--- config.mk ---
export PLATFORM = sky130hd
export DESIGN_NAME = defrag_move_planner
export DESIGN_NICKNAME = d
export VERILOG_FILES = /design/src/dmp_pkg.sv /design/src/dmp_front.sv /design/src/dmp_queue.sv /design/src/dmp_back.sv /design/src/defrag_move_planner.sv
export SDC_FILE = /design/constraint.sdc
export NUM_CORES = 1
export LEC_CHECK = 0
export BUFFER_PORTS_ARGS = -buffer_cell sky130_fd_sc_hd__buf_4
export CAP_MARGIN = 10
export CORE_ASPECT_RATIO = 0.8
export CORE_MARGIN = 2
export CORE_UTILIZATION = 63
export DETAILED_ROUTE_END_ITERATION = 8
export PLACE_DENSITY = 0.8
export RECOVER_POWER = 25
export SLEW_MARGIN = 20
export SYNTH_ARGS = -nofsm -noshare
export SYNTH_HDL_FRONTEND = slang
export SYNTH_HIERARCHICAL = 1
export SYNTH_SLANG_ARGS = --single-unit
--- constraint.sdc ---
create_clock -name clock -period 4.8 [get_ports clock]
set_clock_uncertainty 0.1 [all_clocks]
set_input_delay 0.24 -clock clock [delete_from_list [all_inputs] [get_ports clock]]
set_output_delay 0.24 -clock clock [all_outputs]
set_load 0.03 [all_outputs]
--- src/dmp_pkg.sv ---
// Shared constants, types and helpers of the defrag move planner.
package dmp_pkg;

   localparam int MAX_CLUSTERS = 32;
   localparam int IDX_W        = $clog2(MAX_CLUSTERS);
   localparam int CL_W         = 6;
   localparam int ST_W         = 2;
   localparam int QUEUE_DEPTH  = 4;
   localparam int QPTR_W       = $clog2(QUEUE_DEPTH);
   localparam int QCNT_W       = $clog2(QUEUE_DEPTH + 1);

   localparam logic [CL_W-1:0] MAX_CL       = CL_W'(MAX_CLUSTERS);
   localparam logic [CL_W-1:0] NUM_CL_RESET = CL_W'(32);

   localparam logic [ST_W-1:0] ST_MOVE = 2'd0;
   localparam logic [ST_W-1:0] ST_NONE = 2'd1;
   localparam logic [ST_W-1:0] ST_ERR  = 2'd2;

   typedef struct packed {
      logic            store;
      logic            plan;
      logic            err;
      logic [CL_W-1:0] piece;
      logic [CL_W-1:0] cluster;
   } qent_type;

   typedef struct packed {
      logic            strobe;
      logic [CL_W-1:0] src;
      logic [CL_W-1:0] dst;
      logic [ST_W-1:0] status;
      logic            last;
   } rsp_type;

   // cluster or piece number (1-based) to table index
   function automatic logic [IDX_W-1:0] cl_idx(input logic [CL_W-1:0] c);
      logic [CL_W-1:0] m;
      m = c - CL_W'(1);
      return m[IDX_W-1:0];
   endfunction

endpackage

--- src/dmp_front.sv ---
// Front end: accepts pieces, checks range, duplicates and count, queues work.
module dmp_front (
   input  logic                   clock,
   input  logic                   reset,
   input  logic                   start,
   input  logic [dmp_pkg::CL_W-1:0] req_cluster,
   input  logic                   req_last_piece,
   input  logic [dmp_pkg::CL_W-1:0] disk_size,
   input  logic                   queue_full,
   output logic                   busy,
   output logic                   push,
   output dmp_pkg::qent_type      push_ent
);

   logic [dmp_pkg::MAX_CLUSTERS-1:0] occ_ff, occ_in;
   logic [dmp_pkg::CL_W-1:0]         count_ff, count_in;
   logic                             err_ff, err_in;
   logic [dmp_pkg::IDX_W-1:0]        idx;
   logic                             accept, in_range, dup, full, ok;

   assign busy     = queue_full;
   assign accept   = start && !queue_full;
   assign idx      = dmp_pkg::cl_idx(req_cluster);
   assign in_range = (req_cluster != '0) && (req_cluster <= disk_size);
   assign dup      = occ_ff[idx];
   assign full     = count_ff >= dmp_pkg::MAX_CL;
   assign ok       = in_range && !dup && !full;

   always_comb begin
      occ_in   = occ_ff;
      count_in = count_ff;
      err_in   = err_ff;
      push     = accept && (ok || req_last_piece);
      push_ent.store   = ok;
      push_ent.plan    = req_last_piece;
      push_ent.err     = err_ff || !ok;
      push_ent.piece   = ok ? count_ff + dmp_pkg::CL_W'(1) : count_ff;
      push_ent.cluster = req_cluster;
      if (accept) begin
         if (req_last_piece) begin
            occ_in   = '0;
            count_in = '0;
            err_in   = 1'b0;
         end else if (ok) begin
            occ_in[idx] = 1'b1;
            count_in    = count_ff + dmp_pkg::CL_W'(1);
         end else begin
            err_in = 1'b1;
         end
      end
   end

   always_ff @(posedge clock) begin
      if (reset) begin
         occ_ff   <= '0;
         count_ff <= '0;
         err_ff   <= 1'b0;
      end else begin
         occ_ff   <= occ_in;
         count_ff <= count_in;
         err_ff   <= err_in;
      end
   end

endmodule

--- src/dmp_queue.sv ---
// Short FIFO between the front end and the planning sequencer.
module dmp_queue (
   input  logic              clock,
   input  logic              reset,
   input  logic              push,
   input  dmp_pkg::qent_type push_ent,
   input  logic              pop,
   output logic              full,
   output logic              valid,
   output dmp_pkg::qent_type head
);

   dmp_pkg::qent_type                q_mem [dmp_pkg::QUEUE_DEPTH];
   logic [dmp_pkg::QPTR_W-1:0]       wptr_ff, rptr_ff;
   logic [dmp_pkg::QCNT_W-1:0]       cnt_ff, cnt_in;
   logic                             do_push, do_pop;

   assign full    = cnt_ff == dmp_pkg::QCNT_W'(dmp_pkg::QUEUE_DEPTH);
   assign valid   = cnt_ff != '0;
   assign head    = q_mem[rptr_ff];
   assign do_push = push && !full;
   assign do_pop  = pop && valid;

   always_comb begin
      cnt_in = cnt_ff;
      if (do_push && !do_pop) begin
         cnt_in = cnt_ff + dmp_pkg::QCNT_W'(1);
      end else if (do_pop && !do_push) begin
         cnt_in = cnt_ff - dmp_pkg::QCNT_W'(1);
      end
   end

   always_ff @(posedge clock) begin
      if (reset) begin
         wptr_ff <= '0;
         rptr_ff <= '0;
         cnt_ff  <= '0;
      end else begin
         cnt_ff <= cnt_in;
         if (do_push) wptr_ff <= wptr_ff + dmp_pkg::QPTR_W'(1);
         if (do_pop)  rptr_ff <= rptr_ff + dmp_pkg::QPTR_W'(1);
      end
   end

   always_ff @(posedge clock) begin
      if (do_push) q_mem[wptr_ff] <= push_ent;
   end

endmodule

--- src/dmp_back.sv ---
// Back end: table writes, free-cluster scan and move walk sequencer.
module dmp_back (
   input  logic                     clock,
   input  logic                     reset,
   input  logic                     q_valid,
   input  dmp_pkg::qent_type        q_head,
   input  logic [dmp_pkg::CL_W-1:0] disk_size,
   output logic                     pop,
   output dmp_pkg::rsp_type         rsp
);

   typedef enum logic [6:0] {
      S_IDLE = 7'b0000001,
      S_SCAN = 7'b0000010,
      S_RD   = 7'b0000100,
      S_EVAL = 7'b0001000,
      S_W1   = 7'b0010000,
      S_W2   = 7'b0100000,
      S_FIN  = 7'b1000000
   } state_type;

   state_type state_ff, state_in;

   logic [dmp_pkg::CL_W-1:0] own_mem [dmp_pkg::MAX_CLUSTERS];
   logic [dmp_pkg::CL_W-1:0] loc_mem [dmp_pkg::MAX_CLUSTERS];
   logic [dmp_pkg::MAX_CLUSTERS-1:0] vld_ff, vld_in;

   logic [dmp_pkg::CL_W-1:0] own_rd_ff, loc_rd_ff;
   logic                     own_vrd_ff;

   logic [dmp_pkg::CL_W-1:0] i_ff, i_in, freec_ff, freec_in, from_ff, from_in;
   logic [dmp_pkg::CL_W-1:0] occup_ff, occup_in, cnt_ff, cnt_in, scan_ff, scan_in;
   logic                     pend_ff, pend_in;
   logic [dmp_pkg::CL_W-1:0] pend_src_ff, pend_src_in, pend_dst_ff, pend_dst_in;

   logic                      own_we, loc_we, clr_all;
   logic [dmp_pkg::IDX_W-1:0] own_waddr, loc_waddr;
   logic [dmp_pkg::CL_W-1:0]  own_wdata, loc_wdata, occupant;

   logic                     prod;
   logic [dmp_pkg::CL_W-1:0] prod_src, prod_dst;
   dmp_pkg::rsp_type         emit, rsp_ff;

   assign rsp      = rsp_ff;
   assign occupant = own_vrd_ff ? own_rd_ff : '0;

   always_comb begin
      state_in    = state_ff;
      i_in        = i_ff;
      freec_in    = freec_ff;
      from_in     = from_ff;
      occup_in    = occup_ff;
      cnt_in      = cnt_ff;
      scan_in     = scan_ff;
      pend_in     = pend_ff;
      pend_src_in = pend_src_ff;
      pend_dst_in = pend_dst_ff;
      pop         = 1'b0;
      own_we      = 1'b0;
      own_waddr   = '0;
      own_wdata   = '0;
      loc_we      = 1'b0;
      loc_waddr   = '0;
      loc_wdata   = '0;
      clr_all     = 1'b0;
      prod        = 1'b0;
      prod_src    = '0;
      prod_dst    = '0;
      emit        = '0;

      unique case (state_ff)
         S_IDLE: begin
            pop = q_valid;
            if (q_valid) begin
               if (q_head.store) begin
                  own_we    = 1'b1;
                  own_waddr = dmp_pkg::cl_idx(q_head.cluster);
                  own_wdata = q_head.piece;
                  loc_we    = 1'b1;
                  loc_waddr = dmp_pkg::cl_idx(q_head.piece);
                  loc_wdata = q_head.cluster;
               end
               if (q_head.plan) begin
                  cnt_in = q_head.piece;
                  if (q_head.err) begin
                     emit.strobe = 1'b1;
                     emit.status = dmp_pkg::ST_ERR;
                     emit.last   = 1'b1;
                     clr_all     = 1'b1;
                  end else begin
                     scan_in  = dmp_pkg::CL_W'(1);
                     state_in = S_SCAN;
                  end
               end
            end
         end
         S_SCAN: begin
            if (scan_ff > disk_size) begin
               emit.strobe = 1'b1;
               emit.status = dmp_pkg::ST_ERR;
               emit.last   = 1'b1;
               clr_all     = 1'b1;
               state_in    = S_IDLE;
            end else if (!vld_ff[dmp_pkg::cl_idx(scan_ff)]) begin
               freec_in = scan_ff;
               i_in     = dmp_pkg::CL_W'(1);
               state_in = S_RD;
            end else begin
               scan_in = scan_ff + dmp_pkg::CL_W'(1);
            end
         end
         S_RD: begin
            state_in = (i_ff > cnt_ff) ? S_FIN : S_EVAL;
         end
         S_EVAL: begin
            from_in  = loc_rd_ff;
            occup_in = occupant;
            if (loc_rd_ff == i_ff) begin
               i_in     = i_ff + dmp_pkg::CL_W'(1);
               state_in = S_RD;
            end else begin
               if ((i_ff != freec_ff) && (occupant != '0)) begin
                  prod     = 1'b1;
                  prod_src = i_ff;
                  prod_dst = freec_ff;
               end
               state_in = S_W1;
            end
         end
         S_W1: begin
            prod     = 1'b1;
            prod_src = from_ff;
            prod_dst = i_ff;
            if (freec_ff != i_ff) begin
               own_we    = 1'b1;
               own_waddr = dmp_pkg::cl_idx(freec_ff);
               own_wdata = occup_ff;
            end
            if (occup_ff != '0) begin
               loc_we    = 1'b1;
               loc_waddr = dmp_pkg::cl_idx(occup_ff);
               loc_wdata = freec_ff;
            end
            state_in = S_W2;
         end
         S_W2: begin
            own_we    = 1'b1;
            own_waddr = dmp_pkg::cl_idx(from_ff);
            own_wdata = '0;
            freec_in  = from_ff;
            i_in      = i_ff + dmp_pkg::CL_W'(1);
            state_in  = S_RD;
         end
         S_FIN: begin
            emit.strobe = 1'b1;
            emit.last   = 1'b1;
            if (pend_ff) begin
               emit.src    = pend_src_ff;
               emit.dst    = pend_dst_ff;
               emit.status = dmp_pkg::ST_MOVE;
            end else begin
               emit.status = dmp_pkg::ST_NONE;
            end
            pend_in  = 1'b0;
            clr_all  = 1'b1;
            state_in = S_IDLE;
         end
         default: begin
            state_in = S_IDLE;
         end
      endcase

      // hold each move back one step so the final one can carry last
      if (prod) begin
         if (pend_ff) begin
            emit.strobe = 1'b1;
            emit.src    = pend_src_ff;
            emit.dst    = pend_dst_ff;
            emit.status = dmp_pkg::ST_MOVE;
            emit.last   = 1'b0;
         end
         pend_in     = 1'b1;
         pend_src_in = prod_src;
         pend_dst_in = prod_dst;
      end

      vld_in = vld_ff;
      if (own_we) vld_in[own_waddr] = 1'b1;
      if (clr_all) vld_in = '0;
   end

   always_ff @(posedge clock) begin
      if (reset) begin
         state_ff <= S_IDLE;
         vld_ff   <= '0;
         pend_ff  <= 1'b0;
         rsp_ff   <= '0;
      end else begin
         state_ff <= state_in;
         vld_ff   <= vld_in;
         pend_ff  <= pend_in;
         rsp_ff   <= emit;
      end
   end

   always_ff @(posedge clock) begin
      i_ff          <= i_in;
      freec_ff      <= freec_in;
      from_ff       <= from_in;
      occup_ff      <= occup_in;
      cnt_ff        <= cnt_in;
      scan_ff       <= scan_in;
      pend_src_ff   <= pend_src_in;
      pend_dst_ff   <= pend_dst_in;
   end

   always_ff @(posedge clock) begin
      if (own_we) own_mem[own_waddr] <= own_wdata;
      if (loc_we) loc_mem[loc_waddr] <= loc_wdata;
      own_rd_ff  <= own_mem[dmp_pkg::cl_idx(i_ff)];
      loc_rd_ff  <= loc_mem[dmp_pkg::cl_idx(i_ff)];
      own_vrd_ff <= vld_ff[dmp_pkg::cl_idx(i_ff)];
   end

endmodule

--- src/defrag_move_planner.sv ---
// Defrag move planner top: disk size register, front end, queue, back end.
// Load: one piece per cycle while the 4-beat queue has room; busy = queue full.
// Planning after the last piece: free-cluster scan, then read and evaluate steps per piece,
// W1 and W2 write steps per moved piece and a finish step; results leave from a register.
// Results leave as strobed one-cycle beats; the receiver cannot stall.
// Synchronous reset: disk size 32, tables and queue empty, no pending result.
module defrag_move_planner (
   input  logic                     clock,
   input  logic                     reset,
   input  logic                     start,
   output logic                     busy,
   input  logic [dmp_pkg::CL_W-1:0] req_cluster,
   input  logic                     req_last_piece,
   output logic                     rsp_strobe,
   output logic [dmp_pkg::CL_W-1:0] rsp_src_cluster,
   output logic [dmp_pkg::CL_W-1:0] rsp_dst_cluster,
   output logic [dmp_pkg::ST_W-1:0] rsp_status,
   output logic                     rsp_last_result,
   input  logic                     csr_we,
   input  logic [dmp_pkg::CL_W-1:0] csr_wdata
);

   logic [dmp_pkg::CL_W-1:0] num_clusters_ff, disk_size;
   logic                     queue_full, push, q_valid, pop;
   dmp_pkg::qent_type        push_ent, q_head;
   dmp_pkg::rsp_type         rsp;

   always_ff @(posedge clock) begin
      if (reset) begin
         num_clusters_ff <= dmp_pkg::NUM_CL_RESET;
      end else if (csr_we) begin
         num_clusters_ff <= csr_wdata;
      end
   end

   assign disk_size = (num_clusters_ff > dmp_pkg::MAX_CL) ? dmp_pkg::MAX_CL : num_clusters_ff;

   dmp_front u_front (
      .clock          (clock),
      .reset          (reset),
      .start          (start),
      .req_cluster    (req_cluster),
      .req_last_piece (req_last_piece),
      .disk_size      (disk_size),
      .queue_full     (queue_full),
      .busy           (busy),
      .push           (push),
      .push_ent       (push_ent)
   );

   dmp_queue u_queue (
      .clock    (clock),
      .reset    (reset),
      .push     (push),
      .push_ent (push_ent),
      .pop      (pop),
      .full     (queue_full),
      .valid    (q_valid),
      .head     (q_head)
   );

   dmp_back u_back (
      .clock     (clock),
      .reset     (reset),
      .q_valid   (q_valid),
      .q_head    (q_head),
      .disk_size (disk_size),
      .pop       (pop),
      .rsp       (rsp)
   );

   assign rsp_strobe      = rsp.strobe;
   assign rsp_src_cluster = rsp.src;
   assign rsp_dst_cluster = rsp.dst;
   assign rsp_status      = rsp.status;
   assign rsp_last_result = rsp.last;

endmodule

# After elaboration in Yosys (flattened, before gate mapping)
# Memories as Yosys holds them, arrays and structs flattened. A register that Yosys moved wholly into a read port is not among the register bits.
# Cells that the tools add are included.
totals:
  mem_bits_rw: 444
  regBits: 157
  n_memories: 3
  out_inout_bits: 17
  inputBits: 17
  elab_cells: 211
classes:
  eq_ne: 20
  muxes: 98
  n_bitwise: 2
  add_sub_neg: 15
  order_cmp: 11
  reduce_logical: 38
memory_table:
  columns: ["name", "depth", "width", "read_ports", "rd_ports_with_merged_regs", "wr", "line_no", "source"]
  rows:
  - ["u_back.loc_mem", 32, 6, 1, 1, 1, "dmp_back.sv:25", "logic [dmp_pkg::CL_W-1:0] loc_mem [dmp_pkg::MAX_CLUSTERS];"]
  - ["u_back.own_mem", 32, 6, 1, 1, 1, "dmp_back.sv:24", "logic [dmp_pkg::CL_W-1:0] own_mem [dmp_pkg::MAX_CLUSTERS];"]
  - ["u_queue.q_mem", 4, 15, 1, 1, 1, "dmp_queue.sv:13", "dmp_pkg::qent_type q_mem [dmp_pkg::QUEUE_DEPTH];"]
ops:
  columns: ["operator", "count"]
  rows:
  - ["$mux W6", 24]
  - ["$pmux W6 S2", 6]
  - ["$mux W32", 2]
  - ["$or A32 B32 Y32", 2]
  - ["$mux W7", 6]
  - ["$pmux W7 S6", 1]
  - ["$sub A5 B1 Y5 const B", 8]
  - ["$mux W5", 7]
  - ["$mux W16", 2]
  - ["$mux W1", 27]
  - ["$lt A5 B6 Y1 const B", 4]
  - ["$mux W12", 2]
  - ["$add A6 B1 Y6 const B", 3]
  - ["$mux W3", 6]
  - ["$pmux W6 S3", 1]
  - ["$reduce_bool A6 Y1", 3]
  - ["$bmux W1 S5", 3]
  - ["$pmux W5 S3", 1]
  - ["$gt A6 B6 Y1", 2]
  - ["$logic_and A1 B1 Y1", 12]
  - ["$ne A6 B6 Y1", 2]
  - ["$demux W1 S5", 2]
  - ["$ge A5 B1 Y1 const B", 2]
  - ["$ne A2 B2 Y1 const B", 5]
  - ["other kinds (31)", 51]

# Depth between registers and ports, before layout
# Gate-level depths: netlist of the first run.
depth:
  word_depth: 13
  ltp_mapped: 20
  depth_no_buf: 17

# By module
# Netlist of the first run, hierarchy kept.
by_module_without_submodules:
  columns: ["module", "n_inst", "seq_area_each_um2", "cells_each", "area_each_um2"]
  rows:
  - ["dmp_back", 1, 14353.8, 1205, 20897.5]
  - ["dmp_queue", 1, 1981.9, 126, 2658.8]
  - ["dmp_front", 1, 780.7, 270, 2328.5]
  - ["defrag_move_planner", 1, 120.1, 25, 251.5]

# Worst setup path before layout of the first run
# OpenSTA, ideal clock, no wires.
synth_timing:
  path_type: "input to register"
  start: "input req_cluster[0] (netlist name)"
  end: "register u_queue/cnt_ff[2] (netlist name)"
  arrival_ns: 4.189
  path_buffers: 3
  t_required_ns: 4.630
  stages: 20
  setup_ns: 0.070
  path_slack_ns: 0.441
  path_cell_list: "buf_6 -> inv_1 -> ha_1 -> clkbuf_1 -> mux2_2 -> o22ai_1 -> nor4_1 -> a221o_1 -> or4_4 -> inv_2 -> buf_6 -> o21a_1 -> inv_1 -> nor2_2 -> ha_1 -> inv_1 -> fa_1 -> xor2_1 -> or3_1 -> a21oi_1"
synth_between:
  elab_chain_len: 12
  word_cells_on_any_way: 17
  classes_between: "1 x add/sub; 1 x order compare; 3 x mux; 12 x reduce/logical"
synth_rtl:
  columns: ["item", "line_no", "source"]
  rows:
  - ["from (decl)", "defrag_move_planner.sv:12", "input logic [dmp_pkg::CL_W-1:0] req_cluster,"]
  - ["$sub A5 B1 Y5", "dmp_pkg.sv:38", "m = c - CL_W'(1);"]
  - ["$bmux W1 S5", "dmp_front.sv:25", "assign dup = occ_ff[idx];"]
  - ["$mux W1 (implied by the code)", "dmp_front.sv:25", null]
  - ["$logic_not A1 Y1", "dmp_front.sv:27", "assign ok = in_range && !dup && !full;"]
  - ["$logic_and A1 B1 Y1 * (2 in series)", "dmp_front.sv:27", null]
  - ["$logic_or A1 B1 Y1 *", "dmp_front.sv:33", "push = accept && (ok || req_last_piece);"]
  - ["$logic_and A1 B1 Y1 *", "dmp_front.sv:33", null]
  - ["via push", "defrag_move_planner.sv:24", "logic queue_full, push, q_valid, pop;"]
  - ["$logic_and A1 B1 Y1 *", "dmp_queue.sv:21", "assign do_push = push && !full;"]
  - ["via u_queue.do_push", "dmp_queue.sv:16", "logic do_push, do_pop;"]
  - ["$logic_not A1 Y1", "dmp_queue.sv:28", "end else if (do_pop && !do_push) begin"]
  - ["$logic_and A1 B1 Y1", "dmp_queue.sv:28", null]
  - ["$reduce_bool A2 Y1 (no source line)", null, null]
  - ["to (signal assigned)", "dmp_queue.sv:39", "cnt_ff <= cnt_in;"]
  - ["to (decl)", "dmp_queue.sv:15", "logic [dmp_pkg::QCNT_W-1:0] cnt_ff, cnt_in;"]
# Mark *: on every way through the listed nets, which the timed path passes. The rest lies on a longest branch. The select of a mux whose other input is x is not followed.
# A chain may end at the register's enable or synchronous reset.

==> results of run 1 <==
sequential cells by signal, indices dropped and copies added (netlist names), 6 cells and up, named ones only:
signal and cells:
u_back/pend_src_ff 6, u_back/freec_ff 6, num_clusters_ff 6, u_back/loc_mem 192
u_front/occ_ff 32, u_back/own_rd_ff 6, u_back/pend_dst_ff 6, u_back/state_ff 7
u_back/scan_ff 6, u_back/rsp 16, u_back/own_mem 192, u_back/vld_ff 32
u_back/loc_rd_ff 6, u_front/count_ff 6, u_back/from_ff 6, u_back/cnt_ff 6
u_queue/q_mem 60, u_back/i_ff 6, u_back/occup_ff 6
final timing paths:
| kind | startpoint | to | depth (start not counted) |
|---|---|---|---|
| min reg2reg | u_back/pend_dst_ff[4]$_DFFE_PP_ | u_back/rsp[7]$_SDFF_PP0_ | 1 |
| max reg2reg | u_back/state_ff[4]$_SDFFE_PP0P_ | u_back/own_mem[19][4]$_DFFE_PP_ | 6 |
| max | req_cluster[1] | u_queue/cnt_ff[2]$_SDFFE_PP0P_ | 19 |
| min | start | u_front/count_ff[3]$_SDFFE_PP0P_ | 4 |
routing by layer:
metal / vias up / GRT usage, % / routed length [um]
met5: - / 0 / 0
met4: 0 / 5.64 / 943
met3: 91 / 4.92 / 5200
met2: 774 / 44.3 / 27800
met1: 7664 / 41.0 / 24100
li1: 6480 / - / -
cell families (layout without fill, tap and decap cells):
group	after synthesis	count (layout)
simple gates	405	405
flops	615	615
mux	188	188
compound gates	190	190
fa+ha+maj	40	40
buf+inv	137	259
xor+xnor	51	51
stage by stage:
stage	setup slack [ns]	hold WS (ns)	cells	cell area, um2
finish	0.353	0.0417	2292	29000
floorplan	0.441	0.209	1626	26100
detailed placement	0.332	0.330	2160	27000
global placement	0.442	0.330	2160	27000
CTS	0.384	0.00476	2292	29100
global route	0.0670	0.0818	2292	29000
power groups by stage:
| stage | clock network (mW) | registers, mW | logic [mW] |
|---|---|---|---|
| floorplan | 0 | 6.58 | 1.51 |
| global placement | 0 | 6.62 | 2.12 |
| detailed placement | 0 | 6.65 | 2.21 |
| CTS | 4.42 | 6.54 | 2.25 |
| global route | 4.63 | 6.56 | 2.43 |
| finish | 4.36 | 6.54 | 2.27 |
cell type report:
class,count,share of cell area (%)
clock buffer,79,5.42
clock inverter,29,0.873
inverter,50,0.648
multi-input combinational,874,28.7
timing repair buffer,101,2.51
tap,544,2.35
sequential,615,59.5
critical path, delay by kind of cell:
kind	cells	cell delay, ns
AND/OR/NAND/NOR	4	1.17
buffers and inverters	6	0.99
multiplexers	1	0.39
XOR/XNOR	1	0.15
adder cells (fa/ha/maj)	3	1.17
AO/OA/AOI/OAI	4	0.77
placed cells by master (no fill, tap or decap), types with 18 or more instances in the layout:
cell type,Yosys,final
nor3_1,17,18
nor2_1,102,102
inv_1,49,49
o21ai_1,26,26
mux4_2,155,155
clkbuf_1,46,44
ha_1,39,38
nand2_1,111,111
o21ai_0,47,47
xnor2_1,33,31
xor2_1,18,18
dlygate4sd3_1,0,24
a22o_1,26,23
buf_4,12,47
nand3_1,41,41
clkbuf_16,0,57
a21oi_1,21,20
dfxtp_1,123,123
edfxtp_1,492,492
repair_timing:
action / CTS / global route
buffers inserted: 0 / 0
hold buffers: 24 / 0
hold endpoints to repair: 54 / 0
==> results.txt, run 1 <==
Run status - finished, final reports clean
Sequential fraction of the synthesis area - 65.9%
Slew Viols, Final - 0
Ys flop type - edfxtp_1
Main combinational cell family by area after synthesis - multiplexers
Drt first pass iters - 6
Antenna Cells - 0
Vias/cell - 6.55
Logic pwr share - 17.3%
Multi-input logic area - 0.00830 mm2
Count leader, synth - edfxtp_1
Area contributors post-synth - edfxtp_1 57%, mux4_2 13%, dfxtp_1 9.4%
RSZ-0062 raised after global routing - no
Final Critical Period - 4.45 ns
Core ar. - 0.0408 mm2
Yosys warns - 6
Net Switching - 3.67 mW
Power Total - 13.2 mW
Register area - 0.0172 mm2
Power per cell area - 455 mW/mm2
Vias - 15009
Cell Chain, Critical Path - dlygate4sd3_1 -> buf_4 -> inv_1 -> ha_1 -> mux2_2 -> o22ai_1 -> nor4_1 -> a221o_1 -> or4_4 -> inv_2 -> o21a_1 -> inv_1 -> nor2_2 -> ha_1 -> inv_1 -> fa_1 -> xor2_1 -> or3_1 -> a21oi_1
Post-synthesis compound-gate area fraction - 4.99%
XOR/XNOR share of the synthesized area - 1.71%
First-pass GRT wire length - 89.8 mm
Initial Util - 64.1%
Switching share of power - 27.8%
WP data required - 5.23 ns
Max Fclk - 225 MHz
Clk sinks - 615
Mean Syn Cell Area - 16.1 um2
Largest net degree at the start of global routing - 57
Setup violations, final - 0
Drt wl/cell - 25.3 um
Hpwl dp - 37.0 mm
All-Layer GR Usage - 27.7%
Adder-cell share of the synthesized area - 1.94%
Post-synth EDFFs - 492
Antenna violations before repair - 0
Slowest cell on the critical path - ha_1
Register-to-register path setup slack - 0.57 ns
Total negative slack - 0 ns
Least-Margin Pin Slew - 1.48 ns
Yosys top cell by area - edfxtp_1
Final wirelength - 58.0 mm
Fraction of registers with async set/reset - 0%
Simple-Gate Fraction of Synth Area - 8.07%
Vias in the first global route - 14926
Crit path DAT - 4.88 ns
Most frequent cells after synthesis - 492 x edfxtp_1, 155 x mux4_2, 123 x dfxtp_1
Final period util - 92.6%
Post-synthesis mux area share - 14.9%
GRT overflow - 0
Worst Path Max Fanout - 12
Post-layout util - 71.0%
Final Hold Vio Count - 0
Nets@finish - 1756
Post-synth top area share - 56.5%
Syn Nets - 1683
# rows - 66
P_leak - 9.55 nW
Yosys reg bits - 615
CTS tree - done
IO Count - 34
Yosys cell types - 86
Internal Power - 9.50 mW
# DRC - 0
Clock Power Share - 33.1%
Worst Setup End Kind - flop
Total die area - 0.0431 mm2
Root Driver - clkbuf_16
Worst-Skew Late Latency - 0.60 ns
Max clock buf depth - 3
GP Congestion - 0.896
Resize count post-CTS - 0
TritonCTS Buffers - 57
Synth Cell Area - 0.0261 mm2
Initial detailed-routing violation count - 2098
MaxCap Viol Count - 0
Fraction of layout cells with a size suffix above 1 - 19.9%
Max stage delay on crit path - 0.58 ns
P&R area growth vs syn - 10.8%
Relative slew slack - 1.49%
Overall die height - 186 um
Port buffer count - 33
Worst VDD drop - 0.000370 V
DRT antenna net count - 0
Worst path most repeated cell - inv_1
Setup crit start kind - primary input
Reg power frac - 49.7%
Hold Crit Class - in2reg
Fill cell count - 2549
Crit Path Class - in2reg
Die Width - 232 um
H-tree Lvls - 2
Clk slew on worst S/H paths - 0.06 ns
Cells after Synth - 1626
Power figures use the tool's default switching activity.
==> run 2: changes to the inputs <==
--- a/config.mk
+++ b/config.mk
@@ -8,7 +8,7 @@
 export BUFFER_PORTS_ARGS = -buffer_cell sky130_fd_sc_hd__buf_4
 export CAP_MARGIN = 10
 export CORE_ASPECT_RATIO = 0.8
-export CORE_MARGIN = 2
+export CORE_MARGIN = 4
 export CORE_UTILIZATION = 63
 export DETAILED_ROUTE_END_ITERATION = 8
 export PLACE_DENSITY = 0.8
==> run 2 against run 1 <==
First-iteration DRC count is 12% lower; critical path depth stayed put; design area is 0.22% higher; flip-flop and latch count stayed put; count of clock-buffer cells in the layout is 4 lower; die area is 3.9% higher; largest cell class unchanged; largest power group unchanged.
==> results.txt, run 2 (synthesis results as in run 1) <==
Run status - finished, final reports clean (unchanged)
Max stage delay on crit path - 0.58 ns (about the same)
Antenna Cells - 0 (unchanged)
Core ar. - 0.0408 mm2 (unchanged)
Reg power frac - 48.9% (was 49.7%)
Port buffer count - 33 (unchanged)
Final Hold Vio Count - 0 (unchanged)
DRT antenna net count - 0 (unchanged)
Met2 wire length - 27.8 mm (about the same)
Die Width - 236 um (was 232 um)
Worst hold slack - 0.252 ns (was 0.0417 ns)
Top flop regs - u_back/loc_mem x192, u_back/own_mem x192, u_queue/q_mem x60 (unchanged)
H-tree Lvls - 2 (unchanged)
Hold Path Depth - 5 (was 4)
# rows - 66 (unchanged)
Reg2Reg Depth - 6 (unchanged)
Clock Power Share - 34.0% (was 33.1%)
Total negative slack - 0 ns (unchanged)
Total die area - 0.0448 mm2 (was 0.0431 mm2)
Clk sinks - 615 (unchanged)
RSZ-0062 raised after global routing - no (unchanged)
Hold Crit Class - in2reg (unchanged)
Max clock buf depth - 3 (unchanged)
Worst path most repeated cell - inv_1 (unchanged)
Least-Margin Pin Slew - 1.33 ns (was 1.48 ns)
Routed wl met3 - 5.28 mm (was 5.20 mm)
Power per cell area - 460 mW/mm2 (was 455 mW/mm2)
# DRC - 0 (unchanged)
MaxCap Viol Count - 0 (unchanged)
Crit path DAT - 4.89 ns (was 4.88 ns)
CTS tree - done (unchanged)
Logic pwr share - 17.1% (was 17.3%)
First-pass GRT wire length - 89.5 mm (was 89.8 mm)
Net Switching - 3.61 mW (was 3.67 mW)
P&R area growth vs syn - 11.0% (was 10.8%)
Worst Setup End Kind - flop (unchanged)
Drt first pass iters - 5 (was 6)
Highest Signal Layer - met5 (was met4)
Setup violations, final - 0 (unchanged)
Initial detailed-routing violation count - 1846 (was 2098)
Root Driver - clkbuf_16 (unchanged)
Switching share of power - 27.1% (was 27.8%)
Cell Chain, Critical Path - dlygate4sd3_1 -> buf_4 -> inv_1 -> ha_1 -> mux2_2 -> o22ai_1 -> nor4_1 -> a221o_1 -> or4_4 -> inv_2 -> o21a_1 -> inv_1 -> nor2_2 -> ha_1 -> inv_1 -> fa_1 -> xor2_1 -> or3_1 -> a21oi_1 (unchanged)
Fraction of layout cells with a size suffix above 1 - 20.0% (was 19.9%)
Final period util - 92.8% (was 92.6%)
Antenna violations before repair - 1 (was 0)
TritonCTS Buffers - 56 (was 57)
Setup Fix Bufs, Post-CTS - 0 (unchanged)
All-Layer GR Usage - 26.0% (was 27.7%)
Crit Path Class - in2reg (unchanged)
Vias/cell - 6.55 (about the same)
Final Cell Area - 0.0290 mm2 (about the same)
Worst Path Max Fanout - 12 (unchanged)
Vias in the first global route - 14863 (was 14926)
Commonest cells after routing, fill and taps aside - 492 x edfxtp_1, 155 x mux4_2, 123 x dfxtp_1 (unchanged)
Initial Util - 64.1% (unchanged)
Largest net degree at the start of global routing - 82 (was 57)
IO Count - 34 (unchanged)
Vias - 14962 (was 15009)
Slowest cell on the critical path - or4_4 (was ha_1)
Final Critical Period - 4.46 ns (was 4.45 ns)
Setup crit start kind - primary input (unchanged)
Overall die height - 190 um (was 186 um)
Final wirelength - 58.0 mm (about the same)
Placed Area - 0.0270 mm2 (about the same)
Routed metal-1 wirelength - 24.0 mm (was 24.1 mm)
Slew Viols, Final - 0 (unchanged)
GRT overflow - 0 (unchanged)
Most common cell after layout, fill and taps aside - edfxtp_1 (unchanged)
Internal Power - 9.73 mW (was 9.50 mW)
Clk slew on worst S/H paths - 0.06 ns (about the same)
Relative slew slack - 10.4% (was 1.49%)
Nets@finish - 1753 (was 1756)
Worst-Skew Late Latency - 0.60 ns (about the same)
WP data required - 5.23 ns (about the same)
Max Fclk - 224 MHz (was 225 MHz)
Worst VDD drop - 0.000344 V (was 0.000370 V)
Drt wl/cell - 25.4 um (was 25.3 um)
P_leak - 9.62 nW (was 9.55 nW)
Hpwl dp - 37.1 mm (was 37.0 mm)
GP Congestion - 0.896 (about the same)
run 2: cell types whose count changed in the layout (fill, tap and decap cells not counted), moves of 3 or more:
cell	delta
clkbuf_1	-6
clkbuf_4	+3
and2_0	-12
buf_4	-3
clkinvlp_4	-4
clkinv_1	-3
bufinv_16	+5
and2_1	+12
run 2: path summary, 6_finish.rpt:
check	start	slack (ns)	endpoint
setup reg to reg	u_back/state_ff[4]$_SDFFE_PP0P_	0.60	u_back/own_mem[27][1]$_DFFE_PP_
hold reg to reg	u_back/pend_src_ff[0]$_DFFE_PP_	0.34	u_back/rsp[9]$_SDFF_PP0_
setup / recovery	req_cluster[1]	0.34	u_queue/cnt_ff[2]$_SDFFE_PP0P_
hold / removal	req_cluster[0]	0.25	u_front/occ_ff[17]$_SDFFE_PP0P_
run 2: worst max-delay path, delay by kind of cell:
family | cells | cell delay (ns)
and+or+nand+nor | 4 | 1.20
muxes | 1 | 0.40
adders and majority gates | 3 | 1.14
xor gates and xnor gates | 1 | 0.16
AOI/OAI and AO/OA | 4 | 0.76
buffers and inverters | 6 | 0.99
run 2: cell type report:
| type | count | area (um2) |
|---|---|---|
| inverters | 50 | 188 |
| clock inverters | 29 | 352 |
| fillers | 2477 | 11800 |
| well taps | 544 | 681 |
| multi-input cells | 874 | 8280 |
| flip-flops and latches | 615 | 17200 |
| clock buffers | 75 | 1540 |
| repair buffers | 99 | 737 |
run 2: what timing repair did:
action	CTS	global route
hold endpoints to repair	52	0
gates resized for setup	0	0
hold buffers	25	0
run 2: stage by stage:
step	util, %	power (mW)	setup WS [ns]	std cells
after global placement	66.2	8.74	0.437	2157
after global routing	71.1	13.8	0.0545	2286
after CTS	71.5	13.4	0.399	2286
final	71.1	13.3	0.345	2286
after detailed placement	66.2	8.84	0.297	2157
after floorplan	-	8.09	0.441	1626
run 2: metal layers:
metal / vias to the layer above / track usage [%]
met5: - / 0
met4: 2 / 5.31
met3: 73 / 5.49
met2: 754 / 41.4
met1: 7663 / 38.4
li1: 6470 / -
run 2: power by group through the flow:
stage | logic, mW | clock network, mW | registers [mW]
6_report | 2.28 | 4.53 | 6.53
2_1_floorplan | 1.51 | 0 | 6.58
3_3_place_gp | 2.12 | 0 | 6.62
3_5_place_dp | 2.20 | 0 | 6.64
4_1_cts | 2.25 | 4.61 | 6.53
5_1_grt | 2.43 | 4.85 | 6.55
